--- src/rtl/core/ptf_pkg.sv ---
// Package for the page translation core: widths, limits, register indexes,
// config reset values and the controller/datapath command and status types.
// No dependencies.
`timescale 1ns / 1ps

package ptf_pkg;

    localparam int VA_W       = 20;
    localparam int MAX_PAGES  = 4096;
    localparam int MAX_FRAMES = 256;
    localparam int PAGE_W     = $clog2(MAX_PAGES);
    localparam int FRAME_W    = $clog2(MAX_FRAMES);
    localparam int FCNT_W     = FRAME_W + 1;
    localparam int PB_W       = 4;
    localparam int VB_W       = 5;
    localparam int PHB_W      = 5;
    localparam int CFG_IDX_W  = 2;
    localparam int CFG_DATA_W = 5;
    localparam int CNT_W      = 32;

    // Stream payload widths, padded to whole bytes
    localparam int S_DATA_W   = ((VA_W + 7) / 8) * 8;
    localparam int M_RAW_W    = VA_W + PAGE_W + FRAME_W + PAGE_W + 2 * CNT_W;
    localparam int M_DATA_W   = ((M_RAW_W + 7) / 8) * 8;
    localparam int M_USER_W   = 3;

    // Clamp limits
    localparam logic [PB_W-1:0]  PB_MIN  = PB_W'(1);
    localparam logic [PB_W-1:0]  PB_MAX  = PB_W'(12);
    localparam logic [VB_W-1:0]  VB_MIN  = VB_W'(2);
    localparam logic [VB_W-1:0]  VB_MAX  = VB_W'(20);
    localparam logic [PHB_W-1:0] PHB_MIN = PHB_W'(1);
    localparam logic [PHB_W-1:0] PHB_MAX = PHB_W'(20);

    // Register reset values
    localparam logic [PB_W-1:0]  PB_RST  = PB_W'(8);
    localparam logic [VB_W-1:0]  VB_RST  = VB_W'(16);
    localparam logic [PHB_W-1:0] PHB_RST = PHB_W'(12);

    // Register indexes
    localparam logic [CFG_IDX_W-1:0] CFG_PAGE_BITS     = CFG_IDX_W'(0);
    localparam logic [CFG_IDX_W-1:0] CFG_VIRTUAL_BITS  = CFG_IDX_W'(1);
    localparam logic [CFG_IDX_W-1:0] CFG_PHYSICAL_BITS = CFG_IDX_W'(2);

    typedef struct packed {
        logic clear_en;  // sweep one page table entry to invalid
        logic accept;    // take an input beat, start table reads
        logic resolve;   // finish a hit, a plain miss or a range error
        logic evict;     // invalidate the victim's old mapping
        logic commit;    // finish a miss that evicted
    } ptf_cmd_t;

    typedef struct packed {
        logic clear_done;
        logic out_free;
        logic need_evict;
    } ptf_status_t;

endpackage

--- src/rtl/core/ptf_ctrl.sv ---
// Controller FSM for the page translation core: table clear sweep, accept,
// lookup and eviction sequencing. Depends on ptf_pkg.
`timescale 1ns / 1ps

module ptf_ctrl import ptf_pkg::*; (
    input  logic        aclk,
    input  logic        aresetn,
    input  logic        s_tvalid,
    output logic        s_tready,
    input  ptf_status_t status,
    output ptf_cmd_t    cmd
);

    typedef enum logic [3:0] {
        S_CLEAR  = 4'b0001,
        S_IDLE   = 4'b0010,
        S_LOOKUP = 4'b0100,
        S_UPDATE = 4'b1000
    } state_t;

    state_t state_reg, state_next;

    always_ff @(posedge aclk) begin
        if (!aresetn) begin
            state_reg <= S_CLEAR;
        end else begin
            state_reg <= state_next;
        end
    end

    always_comb begin
        state_next = state_reg;
        cmd        = '0;
        s_tready   = 1'b0;
        unique case (state_reg)
            S_CLEAR: begin
                cmd.clear_en = 1'b1;
                if (status.clear_done) begin
                    state_next = S_IDLE;
                end
            end
            S_IDLE: begin
                s_tready = 1'b1;
                if (s_tvalid) begin
                    cmd.accept = 1'b1;
                    state_next = S_LOOKUP;
                end
            end
            S_LOOKUP: begin
                if (status.need_evict) begin
                    cmd.evict  = 1'b1;
                    state_next = S_UPDATE;
                end else if (status.out_free) begin
                    cmd.resolve = 1'b1;
                    state_next  = S_IDLE;
                end
            end
            S_UPDATE: begin
                if (status.out_free) begin
                    cmd.commit = 1'b1;
                    state_next = S_IDLE;
                end
            end
            default: begin
                state_next = S_CLEAR;
            end
        endcase
    end

endmodule

--- config.mk ---
export PLATFORM = sky130hd
export DESIGN_NAME = ptf_ctrl
export DESIGN_NICKNAME = d
export VERILOG_FILES = /design/src/rtl/core/ptf_pkg.sv /design/src/rtl/core/ptf_ctrl.sv
export SDC_FILE = /design/constraint.sdc
export NUM_CORES = 1
export LEC_CHECK = 0
export ABC_AREA = 1
export BUFFER_PORTS_ARGS = -buffer_cell sky130_fd_sc_hd__buf_2
export CELL_PAD_IN_SITES_DETAIL_PLACEMENT = 0
export CELL_PAD_IN_SITES_GLOBAL_PLACEMENT = 1
export CORE_AREA = 2 2 39 41
export DETAILED_ROUTE_END_ITERATION = 6
export DIE_AREA = 0 0 41 43
export GPL_TIMING_DRIVEN = 0
export PLACE_DENSITY_LB_ADDON = 0.05
export SLEW_MARGIN = 20
export SYNTH_ARGS = -nofsm -noshare
export SYNTH_HDL_FRONTEND = slang
export SYNTH_SLANG_ARGS = --single-unit
--- constraint.sdc ---
create_clock -name aclk -period 1.05 [get_ports aclk]
set_clock_uncertainty 0.1 [all_clocks]
set_input_delay 0.0525 -clock aclk [delete_from_list [all_inputs] [get_ports aclk]]
set_output_delay 0.0525 -clock aclk [all_outputs]
set_load 0.005 [all_outputs]
==> impl_metrics.env <==
export IMPL_synth_seq_cells=4
export IMPL_core_mm2=0.00138
export IMPL_cts_sinks=4
export IMPL_hold_viol=0
export IMPL_min_period_over_period_pct=120
export IMPL_placement_io_buffers=11
export IMPL_comb_power_share_pct=40.9
export IMPL_multiInputGateArea_um2=213
export IMPL_regToRegEndpoint="state_reg[3]"
export IMPL_r2r_slack_ps=-190
export IMPL_status="complete, but fails checks"
export IMPL_swShare_pct=38.0
export IMPL_antenna_found_initial=0
export IMPL_cts_buffers=3
export IMPL_critPathLaunchType="flip-flop"
export IMPL_seq_power_share_pct=31.2
export IMPL_drc=0
export IMPL_grt_pass1_wl_mm=1.27
export IMPL_routed_via_count=379
export IMPL_violations="negative setup slack"
export IMPL_routed_wl_um=851
export IMPL_setup_ws_ps=-208
export IMPL_die_width_um=41
export IMPL_start_util_pct=21.0
export IMPL_cts_tree="built"
export IMPL_synth_area_per_cell_um2=5.58
export IMPL_drv_slew=0
export IMPL_p_int_uw=435
export IMPL_hold_end="state_reg[1]"
export IMPL_nets=81
export IMPL_vias_per_cell=4.26
export IMPL_p_per_area_mw_per_mm2=1330
export IMPL_seq_area_um2=95.1
export IMPL_crit_fanout=3
export IMPL_cp_data_required_time_ps=900
export IMPL_cts_root_buf="clkbuf_4"
export IMPL_ant_nets=0
export IMPL_setup_tns_ps=-1550
export IMPL_clock_insertion_delay_worst_skew_ps=240
export IMPL_place_ws_ps=-132
export IMPL_htreeDepth=1
export IMPL_switchingPower_uw=267
export IMPL_die_h_um=43
export IMPL_synth_nets=58
export IMPL_ys_seq_area_share_pct=27.6
export IMPL_power_share_clock_pct=27.9
export IMPL_antenna_diode_count=0
export IMPL_finalCriticalPeriod_ps=1260
export IMPL_wl_per_cell_um=9.56
export IMPL_synth_area_um2=290
export IMPL_drt_pre_antenna_iters=3
export IMPL_clockBufferDepth=2
export IMPL_placed_area_um2=365
export IMPL_dieArea_mm2=0.00176
export IMPL_min_path_cells=4
export IMPL_fin_area_um2=528
export IMPL_largest_register_ff_count=4
export IMPL_post_dp_hpwl_um=606
export IMPL_ios=12
export IMPL_max_freq_ghz=0.795
export IMPL_setup_viol=10
export IMPL_clkTransAtPathRegs_ps=40
export IMPL_vdd_drop_max_mv=0.708
export IMPL_rsz0062_at_grt="true"
export IMPL_grt_pass1_vias=327
export IMPL_cap_violations=0
export IMPL_fillerInstances=154
export IMPL_hold_class="in -> reg"
export IMPL_worstSetupPathType="reg -> out"
export IMPL_synthDistinctLibCells=10
export IMPL_drive_gt1_share_pct=64.4
export IMPL_tightest_slew_ps=163
export IMPL_timing_hold_ws_ps=35.1
export IMPL_netlist_instances=52
export IMPL_cellLeakagePower_uw=0.000293
export IMPL_end_kind="output port"
export IMPL_drtIter0Drc=6
export IMPL_regToRegStartpoint="state_reg[0]"
export IMPL_track_usage_pct=10.5
export IMPL_ys_warn_count=0
export IMPL_hold_path_startpoint="s_tvalid"
export IMPL_rr_worst_depth=7
export IMPL_grt_overflow=0
export IMPL_std_cell_rows=14
export IMPL_arrival_ps=1110
export IMPL_syn2layout_area_growth_pct=81.9
export IMPL_fin_total_pwr_uw=702
export IMPL_place_gp_congestion=0.609
export IMPL_relSlewSlack_pct=89.1
export IMPL_grt_max_degree=6
## layer usage
layer / GRT usage [%] / share of wire, %
met5: 0 / 0
met4: 2.00 / 0
met3: 4.71 / 7.2
met2: 15.9 / 51
met1: 13.5 / 42
## cells in the mapped netlist, drive strengths merged
| library cell | number | area share (%) |
|---|---|---|
| nor3 | 3 | 8.6 |
| nand3 | 7 | 12 |
| a21oi | 2 | 3.4 |
| dfxtp | 4 | 28 |
| nand2 | 10 | 13 |
| nor2 | 10 | 15 |
| inv | 16 | 21 |
## cells by family (layout without fill, tap and decap cells)
| logic type | count (synthesis) | count (layout) | share of synthesized area [%] |
|---|---|---|---|
| DFF | 4 | 4 | 27.6 |
| and+or+nand+nor | 30 | 30 | 48.3 |
| buffers and inverters | 16 | 37 | 20.7 |
| AOI/OAI and AO/OA | 2 | 2 | 3.45 |
## worst max-delay path: stages (launching register included)
cell and delay, ps:
dfxtp_4 350, nor2_4 110, inv_2 60, nor3_4 130
nand2_2 70, inv_1 50, buf_2 100
## what timing repair did
| item | in CTS | in global routing |
|---|---|---|
| hold endpoints to repair | 1 | 0 |
| resized for setup | 10 | 21 |
| pin swaps | 5 | 7 |
| setup buffers | 5 | 1 |
| endpoints found under the setup margin | 10 | 10 |
| hold buffers | 1 | 0 |
## placed cells by master, fill, tap and decap left out
cell type,n
buf_6,2
nor2_1,4
buf_2,11
dfxtp_4,4
nor2_2,4
a21oi_1,1
nand3_2,4
nand3_1,3
a21oi_2,1
inv_1,11
nor2_4,2
buf_4,4
nor3_4,1
nand2_2,5
clkbuf_4,3
nand2_1,5
nor3_1,1
inv_2,5
dlygate4sd3_1,1
nor3_2,1
## worst max-delay path by stage
stage,from,endpoint,slack [ps],cells past startpoint
global placement,state_reg[3],state_reg[2],-180,6
detailed placement,state_reg[3],state_reg[1],-130,5
floorplan,state_reg[3],state_reg[1],0.1,6
global route,state_reg[1],cmd[3],-270,5
CTS,state_reg[1],cmd[1],-250,6
finish,state_reg[0],cmd[1],-210,6
## power by group through the flow
stage          logic (uW)  clock network (uW)  registers (uW)
4_1_cts               245                 205             211
5_1_grt               320                 215             223
2_1_floorplan         138                   0             196
6_report              287                 196             219
3_5_place_dp          202                   0             200
3_3_place_gp          206                   0             200
## final cells by class
class	instances	share of cell area, %
Inverter	16	11.4
Clock buffer	3	4.27
Tap cell	16	3.79
Multi-Input combinational cell	32	40.3
Sequential cell	4	18.0
Timing Repair Buffer	18	22.3
## per-stage QoR
step,utilization (%),instances
floorplan,-,52
global placement,26.4,79
detailed placement,26.4,79
CTS,33.5,88
global route,38.2,89
finish,38.2,89
Note: power is estimated with default switching activity, not from simulation.
